**src/rtl/core/bdq_pkg.sv**
```systemverilog
// Shared types for the bounded deque: command and status codes, datapath control
// and status groups, and controller states. No dependencies.
package bdq_pkg;

   typedef enum logic [2:0] {
      CMD_PUSH_FRONT = 3'd0,
      CMD_PUSH_BACK  = 3'd1,
      CMD_POP_FRONT  = 3'd2,
      CMD_POP_BACK   = 3'd3,
      CMD_SEARCH     = 3'd4,
      CMD_LENGTH     = 3'd5
   } bdq_cmd_type;

   typedef enum logic [1:0] {
      STS_OK        = 2'd0,
      STS_EMPTY     = 2'd1,
      STS_FULL      = 2'd2,
      STS_NOT_FOUND = 2'd3
   } bdq_status_type;

   // where the result value comes from
   typedef enum logic [1:0] {
      SRC_ZERO  = 2'd0,
      SRC_DATA  = 2'd1,
      SRC_COUNT = 2'd2,
      SRC_PEND  = 2'd3
   } bdq_src_type;

   typedef enum logic [1:0] {
      S_IDLE  = 2'd0,
      S_EXEC  = 2'd1,
      S_SCAN  = 2'd2,
      S_FLUSH = 2'd3
   } bdq_state_type;

   typedef struct packed {
      logic           load;
      logic           push;
      logic           pop;
      logic           scan_step;
      logic           pend_set;
      logic           out_load;
      bdq_status_type out_status;
      bdq_src_type    out_src;
      logic           out_last;
   } bdq_dp_cmd_type;

   typedef struct packed {
      logic [2:0] cmd;
      logic       empty;
      logic       full;
      logic       match;
      logic       scan_end;
      logic       pend_vld;
      logic       out_free;
   } bdq_dp_sts_type;

endpackage

```
**src/rtl/core/bdq_datapath.sv**
```systemverilog
// Deque datapath: slot memory, front index, entry count, search scan and
// result register. Depends on bdq_pkg.
module bdq_datapath #(
   parameter int DEPTH = 16
) (
   input  logic                    clock,
   input  logic                    reset,
   input  logic [2:0]              req_cmd,
   input  logic signed [31:0]      req_value,
   input  bdq_pkg::bdq_dp_cmd_type dp_cmd,
   output bdq_pkg::bdq_dp_sts_type dp_sts,
   input  logic                    rsp_ready,
   output logic                    rsp_valid,
   output logic [1:0]              rsp_status,
   output logic signed [31:0]      rsp_result_value,
   output logic                    rsp_last
);
   import bdq_pkg::*;

   localparam int IDX_W = $clog2(DEPTH);
   localparam int CNT_W = $clog2(DEPTH + 1);
   localparam int SUM_W = CNT_W + 1;
   localparam logic [IDX_W-1:0] LAST_IDX = IDX_W'(DEPTH - 1);
   localparam logic [CNT_W-1:0] FULL_CNT = CNT_W'(DEPTH);

   logic [31:0]      mem [DEPTH];
   logic [31:0]      rd_data_ff;
   logic [2:0]       cmd_ff;
   logic [31:0]      key_ff;
   logic [IDX_W-1:0] front_ff, front_in;
   logic [CNT_W-1:0] count_ff, count_in;
   logic [IDX_W-1:0] pos_ff, pos_in;
   logic [IDX_W-1:0] scan_ff, scan_in;
   logic [IDX_W-1:0] pend_ff, pend_in;
   logic             pend_vld_ff, pend_vld_in;
   logic             out_vld_ff, out_vld_in;
   logic [1:0]       out_status_ff;
   logic [31:0]      out_value_ff, out_value_in;
   logic             out_last_ff;

   logic [SUM_W-1:0] tail_sum;
   logic [IDX_W-1:0] tail_idx, back_idx, front_inc, front_dec, pos_inc;
   logic             wr_en;
   logic [IDX_W-1:0] wr_addr;
   logic             is_front;

   // slot after the last entry, and the last entry itself
   assign tail_sum  = SUM_W'(front_ff) + SUM_W'(count_ff);
   assign tail_idx  = (tail_sum >= SUM_W'(DEPTH)) ? IDX_W'(tail_sum - SUM_W'(DEPTH))
                                                  : IDX_W'(tail_sum);
   assign back_idx  = (tail_idx == '0) ? LAST_IDX : tail_idx - 1'b1;
   assign front_inc = (front_ff == LAST_IDX) ? '0 : front_ff + 1'b1;
   assign front_dec = (front_ff == '0) ? LAST_IDX : front_ff - 1'b1;
   assign pos_inc   = (pos_ff == LAST_IDX) ? '0 : pos_ff + 1'b1;

   // push and pop go front or back by the low command bit
   assign is_front = (cmd_ff == CMD_PUSH_FRONT) || (cmd_ff == CMD_POP_FRONT);
   assign wr_en    = dp_cmd.push;
   assign wr_addr  = is_front ? front_dec : tail_idx;

   always_comb begin
      front_in = front_ff;
      count_in = count_ff;
      if (dp_cmd.push) begin
         count_in = count_ff + 1'b1;
         if (is_front) begin
            front_in = front_dec;
         end
      end else if (dp_cmd.pop) begin
         count_in = count_ff - 1'b1;
         if (is_front) begin
            front_in = front_inc;
         end
      end
   end

   // memory read address is the next slot position
   always_comb begin
      pos_in      = pos_ff;
      scan_in     = scan_ff;
      pend_in     = pend_ff;
      pend_vld_in = pend_vld_ff;
      if (dp_cmd.load) begin
         pos_in      = (req_cmd == CMD_POP_BACK) ? back_idx : front_ff;
         scan_in     = '0;
         pend_vld_in = 1'b0;
      end else if (dp_cmd.scan_step) begin
         pos_in  = pos_inc;
         scan_in = scan_ff + 1'b1;
      end
      if (dp_cmd.pend_set) begin
         pend_in     = scan_ff;
         pend_vld_in = 1'b1;
      end
   end

   always_comb begin
      unique case (dp_cmd.out_src)
         SRC_ZERO:  out_value_in = '0;
         SRC_DATA:  out_value_in = rd_data_ff;
         SRC_COUNT: out_value_in = 32'(count_ff);
         SRC_PEND:  out_value_in = 32'(pend_ff);
         default:   out_value_in = '0;
      endcase
   end

   always_comb begin
      if (dp_cmd.out_load) begin
         out_vld_in = 1'b1;
      end else if (rsp_ready) begin
         out_vld_in = 1'b0;
      end else begin
         out_vld_in = out_vld_ff;
      end
   end

   always_ff @(posedge clock) begin
      if (wr_en) begin
         mem[wr_addr] <= key_ff;
      end
      rd_data_ff <= mem[pos_in];
   end

   always_ff @(posedge clock) begin
      if (reset) begin
         front_ff    <= '0;
         count_ff    <= '0;
         pend_vld_ff <= 1'b0;
         out_vld_ff  <= 1'b0;
      end else begin
         front_ff    <= front_in;
         count_ff    <= count_in;
         pend_vld_ff <= pend_vld_in;
         out_vld_ff  <= out_vld_in;
      end
   end

   always_ff @(posedge clock) begin
      if (dp_cmd.load) begin
         cmd_ff <= req_cmd;
         key_ff <= req_value;
      end
      pos_ff  <= pos_in;
      scan_ff <= scan_in;
      pend_ff <= pend_in;
      if (dp_cmd.out_load) begin
         out_status_ff <= dp_cmd.out_status;
         out_value_ff  <= out_value_in;
         out_last_ff   <= dp_cmd.out_last;
      end
   end

   assign dp_sts.cmd      = cmd_ff;
   assign dp_sts.empty    = (count_ff == '0);
   assign dp_sts.full     = (count_ff == FULL_CNT);
   assign dp_sts.match    = (rd_data_ff == key_ff);
   assign dp_sts.scan_end = (CNT_W'(scan_ff) == count_ff - 1'b1);
   assign dp_sts.pend_vld = pend_vld_ff;
   assign dp_sts.out_free = !out_vld_ff || rsp_ready;

   assign rsp_valid        = out_vld_ff;
   assign rsp_status       = out_status_ff;
   assign rsp_result_value = out_value_ff;
   assign rsp_last         = out_last_ff;

   assert property (@(posedge clock) disable iff (reset) count_ff <= FULL_CNT)
      else $error("entry count beyond capacity");
   assert property (@(posedge clock) disable iff (reset)
      dp_cmd.pend_set |=> pend_vld_ff && (pend_ff == $past(scan_ff)))
      else $error("pending match position lost");

endmodule

```
**src/rtl/core/bdq_ctrl.sv**
```systemverilog
// Deque controller: sequences one request at a time through execute and, for a search
// of a non-empty deque, scan and flush. Depends on bdq_pkg.
module bdq_ctrl (
   input  logic                    clock,
   input  logic                    reset,
   input  logic                    req_valid,
   output logic                    req_ready,
   input  bdq_pkg::bdq_dp_sts_type dp_sts,
   output bdq_pkg::bdq_dp_cmd_type dp_cmd
);
   import bdq_pkg::*;

   bdq_state_type state_ff, state_in;
   logic          stall;

   assign req_ready = (state_ff == S_IDLE);
   // a second match cannot be taken while the previous one is still unsent
   assign stall = dp_sts.match && dp_sts.pend_vld && !dp_sts.out_free;

   always_comb begin
      state_in = state_ff;
      unique case (state_ff)
         S_IDLE: begin
            if (req_valid) begin
               state_in = S_EXEC;
            end
         end
         S_EXEC: begin
            if ((dp_sts.cmd == CMD_SEARCH) && !dp_sts.empty) begin
               state_in = S_SCAN;
            end else if (dp_sts.out_free || (dp_sts.cmd > CMD_LENGTH)) begin
               state_in = S_IDLE;
            end
         end
         S_SCAN: begin
            if (!stall && dp_sts.scan_end) begin
               state_in = S_FLUSH;
            end
         end
         S_FLUSH: begin
            if (dp_sts.out_free) begin
               state_in = S_IDLE;
            end
         end
         default: state_in = S_IDLE;
      endcase
   end

   always_comb begin
      dp_cmd            = '0;
      dp_cmd.out_status = STS_OK;
      dp_cmd.out_src    = SRC_ZERO;
      unique case (state_ff)
         S_IDLE: begin
            dp_cmd.load = req_valid;
         end
         S_EXEC: begin
            dp_cmd.out_last = 1'b1;
            unique case (dp_sts.cmd)
               CMD_PUSH_FRONT, CMD_PUSH_BACK: begin
                  dp_cmd.out_load = dp_sts.out_free;
                  if (dp_sts.full) begin
                     dp_cmd.out_status = STS_FULL;
                  end else begin
                     dp_cmd.push = dp_sts.out_free;
                  end
               end
               CMD_POP_FRONT, CMD_POP_BACK: begin
                  dp_cmd.out_load = dp_sts.out_free;
                  if (dp_sts.empty) begin
                     dp_cmd.out_status = STS_EMPTY;
                  end else begin
                     dp_cmd.pop     = dp_sts.out_free;
                     dp_cmd.out_src = SRC_DATA;
                  end
               end
               CMD_SEARCH: begin
                  if (dp_sts.empty) begin
                     dp_cmd.out_load   = dp_sts.out_free;
                     dp_cmd.out_status = STS_EMPTY;
                  end
               end
               CMD_LENGTH: begin
                  dp_cmd.out_load = dp_sts.out_free;
                  if (dp_sts.empty) begin
                     dp_cmd.out_status = STS_EMPTY;
                  end else begin
                     dp_cmd.out_src = SRC_COUNT;
                  end
               end
               default: ;
            endcase
         end
         S_SCAN: begin
            if (!stall) begin
               dp_cmd.scan_step = !dp_sts.scan_end;
               dp_cmd.pend_set  = dp_sts.match;
               // a new match releases the one held before it
               dp_cmd.out_load  = dp_sts.match && dp_sts.pend_vld;
               dp_cmd.out_src   = SRC_PEND;
            end
         end
         S_FLUSH: begin
            dp_cmd.out_load = dp_sts.out_free;
            dp_cmd.out_last = 1'b1;
            if (dp_sts.pend_vld) begin
               dp_cmd.out_src = SRC_PEND;
            end else begin
               dp_cmd.out_status = STS_NOT_FOUND;
            end
         end
         default: ;
      endcase
   end

   always_ff @(posedge clock) begin
      if (reset) begin
         state_ff <= S_IDLE;
      end else begin
         state_ff <= state_in;
      end
   end

   assert property (@(posedge clock) disable iff (reset) dp_cmd.out_load |-> dp_sts.out_free)
      else $error("result register overwritten before delivery");
   assert property (@(posedge clock) disable iff (reset) dp_cmd.push |-> !dp_sts.full)
      else $error("push into a full ring");
   assert property (@(posedge clock) disable iff (reset) dp_cmd.pop |-> !dp_sts.empty)
      else $error("pop from an empty ring");
   assert property (@(posedge clock) disable iff (reset)
      (state_ff == S_SCAN) |-> !dp_sts.empty)
      else $error("scan running over an empty ring");

endmodule

```
**src/rtl/core/bounded_deque_with_search.sv**
```systemverilog
// Bounded deque of 32-bit values with search by value. The result of push, pop or
// length is registered once the request has executed; no new request is taken until
// that result is loaded. A search scans one stored entry per cycle through the single
// read port of the slot memory, unless a result stall holds it, and gives its last
// result after the scan; only then is the next request taken.
// Synchronous reset empties the deque; slot contents are kept undefined.
module bounded_deque_with_search #(
   parameter int DEPTH = 16
) (
   input  logic               clock,
   input  logic               reset,
   input  logic               req_valid,
   output logic               req_ready,
   input  logic [2:0]         req_cmd,
   input  logic signed [31:0] req_value,
   output logic               rsp_valid,
   input  logic               rsp_ready,
   output logic [1:0]         rsp_status,
   output logic signed [31:0] rsp_result_value,
   output logic               rsp_last
);
   import bdq_pkg::*;

   bdq_dp_cmd_type dp_cmd;
   bdq_dp_sts_type dp_sts;

   bdq_ctrl u_ctrl (
      .clock     (clock),
      .reset     (reset),
      .req_valid (req_valid),
      .req_ready (req_ready),
      .dp_sts    (dp_sts),
      .dp_cmd    (dp_cmd)
   );

   bdq_datapath #(
      .DEPTH (DEPTH)
   ) u_datapath (
      .clock            (clock),
      .reset            (reset),
      .req_cmd          (req_cmd),
      .req_value        (req_value),
      .dp_cmd           (dp_cmd),
      .dp_sts           (dp_sts),
      .rsp_ready        (rsp_ready),
      .rsp_valid        (rsp_valid),
      .rsp_status       (rsp_status),
      .rsp_result_value (rsp_result_value),
      .rsp_last         (rsp_last)
   );

endmodule
```
**config.mk**
```make
export PLATFORM = sky130hd
export DESIGN_NAME = bounded_deque_with_search
export DESIGN_NICKNAME = d
export VERILOG_FILES = /design/src/rtl/core/bdq_pkg.sv /design/src/rtl/core/bdq_datapath.sv /design/src/rtl/core/bdq_ctrl.sv /design/src/rtl/core/bounded_deque_with_search.sv
export SDC_FILE = /design/constraint.sdc
export NUM_CORES = 1
export LEC_CHECK = 0
export BUFFER_PORTS_ARGS = -buffer_cell sky130_fd_sc_hd__buf_2
export CAP_MARGIN = 20
export CORE_ASPECT_RATIO = 0.9
export CORE_MARGIN = 3
export CORE_UTILIZATION = 32
export CTS_CLUSTER_DIAMETER = 80
export DETAILED_ROUTE_END_ITERATION = 12
export SLEW_MARGIN = 20
export SYNTH_ARGS = -nofsm -noshare
export SYNTH_HDL_FRONTEND = slang
export SYNTH_HIERARCHICAL = 1
export SYNTH_SLANG_ARGS = --single-unit
```
**constraint.sdc**
```tcl
create_clock -name clock -period 10.8 [get_ports clock]
set_input_delay 1.08 -clock clock [delete_from_list [all_inputs] [get_ports clock]]
set_output_delay 1.08 -clock clock [all_outputs]
set_load 0.02 [all_outputs]
```
==> flow_summary.toml, run 1 <==
[cts]
cts.root.buffer_cell = "clkbuf_16"
cts_buffers = 61
cts_buffer_depth = 3
clk_pin_slew_ps = 60
cts_sinks = 639
clock_latency_ps = 660
cts_tree = "yes"
cts_setup_buffers = 0
cts_htree_levels = 2
post_cts_resized = 0
hold_buffers = 0

[critical_path]
crit_type = "flop to flop"
crit_slowest_cell = "edfxtp_1"
path_max_fanout = 164
cp-start-kind = "flop"
path_cells = "xor2_1 > nor4_1 > nand4_1 > nor2_1 > nand3b_1 > nand2_1 > nor2_1 > mux2i_4 > buf_12 > buf_4 > o21ai_0 > o211ai_1 > mux2i_1 > mux2i_1 > mux2_2"
critPathCaptureType = "flop"
worstPathArrival_ps = 6570
cpPeakStageDelay_ps = 880
worst-endpoint-required_ps = 11380

[grt]
grt_antenna_before_repair = 9
grt_max_degree = 228
grt_pass1_vias = 23918
grt_usage_pct = 17.7
grt.overflow.total = 0
grt_pass1_wl_mm = 155

[flow_run]
cap_violations = 0

[timing]
hold_viol = 0
fin_setup_tns_ps = 0
worst_pin_slew_ps = 1190
setup_violations = 0
finalMaxSlewViolations = 0
timing.final.crit_share_pct = 55.4
slew_headroom_pct = 20.9
timing.hold.ws_ps = 530
rsz0062_at_grt = "false"
fin_skew_ps = 26.6
period_needed_ps = 5990
fmax_ghz = 0.167

[floorplan]
die_x_um = 356
start_util_pct = 32.5
dieArea_sq_um = 114000
row_count = 114
ios = 76
die_h_um = 321
coreArea_sq_um = 108000

[synth]
yosys.area.top_type = "edfxtp_1"
synth_top_cells_by_count = "edfxtp_1, nand3_1, o21ai_0, o211ai_1, nand3b_1"
synth_edf_count = 586
synth_top_area_share_pct = 49.9
ys_types = 60
syn_nets = 3084
async_reset_ff_share_pct = 0
post-synth-top-count-cell = "edfxtp_1"
netlist_area_sq_um = 35200
yosys_warnings = 6
seq_area_frac_synth_pct = 52.9
ys_top_cells_by_area = "edfxtp_1, nand3_1, mux2_2"
synthCells = 3031
synth_area_per_cell_sq_um = 11.6
synth_seq_cells = 639
yosys_most_used_dff = "edfxtp_1"

[detailed_routing]
ant_nets = 0
dr.pass1.iters = 5
vias = 25266
drt_iter0_drc = 2518
drc = 0
via_per_inst = 5.75
wl_mm = 104
drt-wirelength-per-cell_um = 23.7

[power]
leakage_nw = 11.0
ir_drop_v = 0.000141
powerDensity_nw_per_um2 = 151
p_total_mw = 5.77

[cells_and_area]
area_delta_synth_final_pct = 8.59
drive_gt1_share_pct = 14.3
nFillCells = 10636
final_nets = 2945

[status]
status = "finished clean"

[placement]
place_congestion = 0.759
hpwl_mm = 51.2
port_buffers = 75

[hold_path]
hold_class = "flop to flop"
-- sequential cells by signal (all words and copies together), names as in the netlist, named ones only --
register / flops
u_datapath/mem: 512
u_datapath/key_ff: 32
u_datapath/rd_data_ff: 32
u_datapath/rsp_result_value: 32
u_datapath/count_ff: 5
u_datapath/front_ff: 4
u_datapath/pend_ff: 4
u_datapath/pos_ff: 4
u_datapath/scan_ff: 4
u_datapath/cmd_ff: 3
u_datapath/rsp_status: 2
u_ctrl/state_ff: 1
u_datapath/pend_vld_ff: 1
u_datapath/rsp_last: 1
u_datapath/rsp_valid: 1
-- cells by family after synthesis --
logic type               share of synthesized area [%]
multiplexers                                      15.0
AND/OR/NAND/NOR                                   14.9
XOR/XNOR                                          1.22
flip-flops                                        52.9
AO/OA/AOI/OAI                                     10.4
buffers and inverters                             5.07
adder cells (fa/ha/maj)                          0.518
-- report_power, final --
| group | leakage, nW | internal [mW] | switching (mW) | total [mW] |
|---|---|---|---|---|
| Combinational | 4.26 | 0.259 | 0.454 | 0.713 |
| Sequential | 5.75 | 2.75 | 0.137 | 2.89 |
| Clock | 0.955 | 1.20 | 0.960 | 2.16 |
| Total | 11.0 | 4.22 | 1.55 | 5.77 |
-- metal layers --
metal  global-route usage [%]  routed length (um)  vias up
met5                        0                  60        -
met4                     4.17                1980        8
met3                     4.00                9630      143
met2                     27.4               46000      954
met1                     25.1               46300    12786
li1                         -                   -    11375
-- placed cells by master, fill, tap and decap left out, types with 3 or more instances in the layout --
cell type	instances
edfxtp_1	586
nand3_1	518
o21ai_0	267
o211ai_1	259
nand3b_1	258
mux2i_1	196
mux2_2	181
mux2_1	109
buf_2	75
clkbuf_16	61
dfxtp_1	52
buf_4	43
xor2_1	42
nor2_1	33
nand2_1	28
and2_1	27
clkbuf_1	20
inv_1	16
a21oi_1	16
nor3_2	16
ha_1	12
clkbuf_8	10
clkinv_1	9
nor3_1	9
nor4_1	9
xnor2_1	7
clkinv_2	6
buf_12	6
a31oi_1	5
bufinv_16	4
nand2b_1	4
a211oi_1	4
a22o_1	4
inv_6	3
nor2b_1	3
o22ai_1	3
a21o_1	3
nand4_1	3
-- critical path: cells and delay by family, from the launching register on --
family	cells	cell delay [ps]
AND/OR/NAND/NOR	6	1810
flip-flops	1	880
buffers and inverters	2	1290
XOR/XNOR	1	180
multiplexers	4	1090
AO/OA/AOI/OAI	2	400
-- worst paths after layout --
kind	startpoint	end	slack, ps	cells past startpoint
max	u_datapath/key_ff[27]	u_datapath/rd_data_ff[22]	4810	15
min	u_datapath/scan_ff[3]	u_datapath/pend_ff[3]	530	0
max reg2reg	u_datapath/key_ff[27]	u_datapath/rd_data_ff[22]	4810	15
min reg2reg	u_datapath/scan_ff[3]	u_datapath/pend_ff[3]	530	0
-- layout make-up --
type                            instances  area (sq um)  area share [%]
Clock inverter                         23           218           0.569
Inverter                               17          71.3           0.186
Antenna cell                            2          5.00          0.0131
Timing Repair Buffer                  124           818            2.14
Tap cell                             1450          1810            4.74
Sequential cell                       639         18700            48.8
Clock buffer                           91          1740            4.54
Multi-Input combinational cell       2049         14900            39.1
-- metrics by stage --
step	area (sq um)	setup slack [ps]	utilization (%)	std cells
CTS	38300	4910	35.3	4393
global route	38300	4400	35.3	4394
finish	38300	4810	35.3	4395
global placement	36300	5000	33.5	4279
floorplan	35200	5030	-	3031
detailed placement	36300	4920	33.5	4279
Note: power is estimated with default switching activity, not from simulation.
==> run 2, diff against run 1 <==
==> constraint.sdc (replaced) <==
create_clock -name clock -period 6 [get_ports clock]
set_input_delay 0.6 -clock clock [delete_from_list [all_inputs] [get_ports clock]]
set_output_delay 0.6 -clock clock [all_outputs]
set_load 0.02 [all_outputs]
==> run 2 against run 1 <==
  * Core utilization grew 0.62 points
  * Sequential power grew 79%
  * Power grew 86%
  * Setup slack lost 3600 ps
  * Flip-flop and latch count is the same
  * Critical endpoint is now u_datapath/rd_data_ff[8]
==> flow_summary.toml, run 2 (synthesized netlist as in run 1, its figures left out) <==
[status]
status = "finished clean"

[detailed_routing]
drc = 0
wl_mm = 107
drt_iter0_drc = 2767
dr.pass1.iters = 6
via_per_inst = 5.80
vias = 25709
wl_met1_mm = 50.4
dr_wl_met3_mm = 8.35
wl_met2_mm = 46.0
top_layer = "met5"
drt-wirelength-per-cell_um = 24.1
ant_nets = 0

[floorplan]
die_x_um = 356
dieArea_sq_um = 114000
start_util_pct = 32.5
ios = 76
die_h_um = 321
row_count = 114
coreArea_sq_um = 108000

[critical_path]
worstPathArrival_ps = 5300
crit_buf_inv = 2
startpoint = "u_datapath/key_ff[18]"
path_cells = "xor2_1 > nor4_1 > buf_4 > nand4_1 > nor2_1 > nand3b_1 > nand2_1 > nor2_1 > mux2i_4 > buf_4 > o21ai_0 > o211ai_1 > mux2i_1 > mux2i_1 > mux2_2"
cpPeakStageDelay_ps = 710
critPathCaptureType = "flop"
crit_type = "flop to flop"
path_max_fanout = 32
cp_top_family = "simple AND/OR/NAND/NOR gates"
worst-endpoint-required_ps = 6550
crit_slowest_cell = "edfxtp_1"
timing.rr.start = "u_datapath/key_ff[18]"
cp-start-kind = "flop"

[cts]
clk_pin_slew_ps = 60
cts_htree_levels = 3
cts_setup_buffers = 0
cts.root.buffer_cell = "clkbuf_16"
post_cts_resized = 0
cts_buffers = 67
hold_buffers = 0
clock_latency_ps = 620
cts_buffer_depth = 3
cts_sinks = 639
cts_tree = "yes"

[power]
leakage_nw = 11.3
ir_drop_v = 0.000171
p_total_mw = 10.7
powerDensity_nw_per_um2 = 276

[grt]
grt_antenna_before_repair = 9
grt_pass1_vias = 23912
grt_usage_pct = 18.1
grt_max_degree = 227
grt_pass1_wl_mm = 159
grt.overflow.total = 0

[timing]
slew_headroom_pct = 24.0
fin_setup_tns_ps = 0
setup_violations = 0
fin_skew_ps = 31.4
period_needed_ps = 4740
finalMaxSlewViolations = 0
timing.final.crit_share_pct = 79.0
hold_viol = 0
fmax_ghz = 0.211
rsz0062_at_grt = "false"
setup_ws_ps = 1260
timing.hold.ws_ps = 163
worst_pin_slew_ps = 1140

[flow_run]
cap_violations = 0

[cells_and_area]
regArea_sq_um = 18700
nFillCells = 10554
top_register = "u_datapath/mem"
layout_common_cells = "edfxtp_1, nand3_1, o21ai_0"
largest_reg_flops = 512
area_delta_synth_final_pct = 10.5
final_nets = 2986
multi_input_area_sq_um = 15000
layout_commonest_cell = "edfxtp_1"
utilization_pct = 35.9
drive_gt1_share_pct = 15.4

[placement]
place_congestion = 0.773
dp_slack_ps = 1390
hpwl_mm = 54.3
port_buffers = 75

[hold_path]
worstHoldStart = "req_value[30]"
hold_class = "primary input to flop"
-- run 2: cell types whose count changed in the layout (fill, tap and decap cells not counted), moves of 2 or more --
cell	change
buf_4	+18
buf_12	+17
clkbuf_1	+9
clkbuf_16	+8
clkinv_1	-7
clkinv_2	-2
-- run 2: per-stage QoR --
stage,cells,instance area [sq um]
global route,4434,38900
CTS,4434,38900
global placement,4314,36800
detailed placement,4314,36800
finish,4436,38900
floorplan,3031,35200
-- run 2: routing by layer --
layer	up-vias	track usage, %
met4	4	4.53
met2	987	26.5
met5	-	0
met1	13100	27.5
li1	11478	-
met3	140	3.08
-- run 2: path summary, 6_finish.rpt --
path	slack, ps	to	depth (start not counted)
min	160	u_datapath/key_ff[30]	1
max reg2reg	1260	u_datapath/rd_data_ff[8]	15
min reg2reg	520	u_datapath/pend_ff[3]	0
max	1260	u_datapath/rd_data_ff[8]	15
-- run 2: final cells by class --
cell class,count,share of cell area [%]
Multi-Input combinational cell,2049,38.4
Tap cell,1450,4.66
Sequential cell,639,47.9
Clock buffer,108,5.07
Clock inverter,12,0.424
Antenna cell,2,0.0128
Inverter,17,0.183
Timing Repair Buffer,159,3.32
-- run 2: where the power goes --
group	internal, mW	switching, mW
Clock	2.42	1.77
Combinational	0.511	0.860
Sequential	4.96	0.215
Total	7.89	2.85
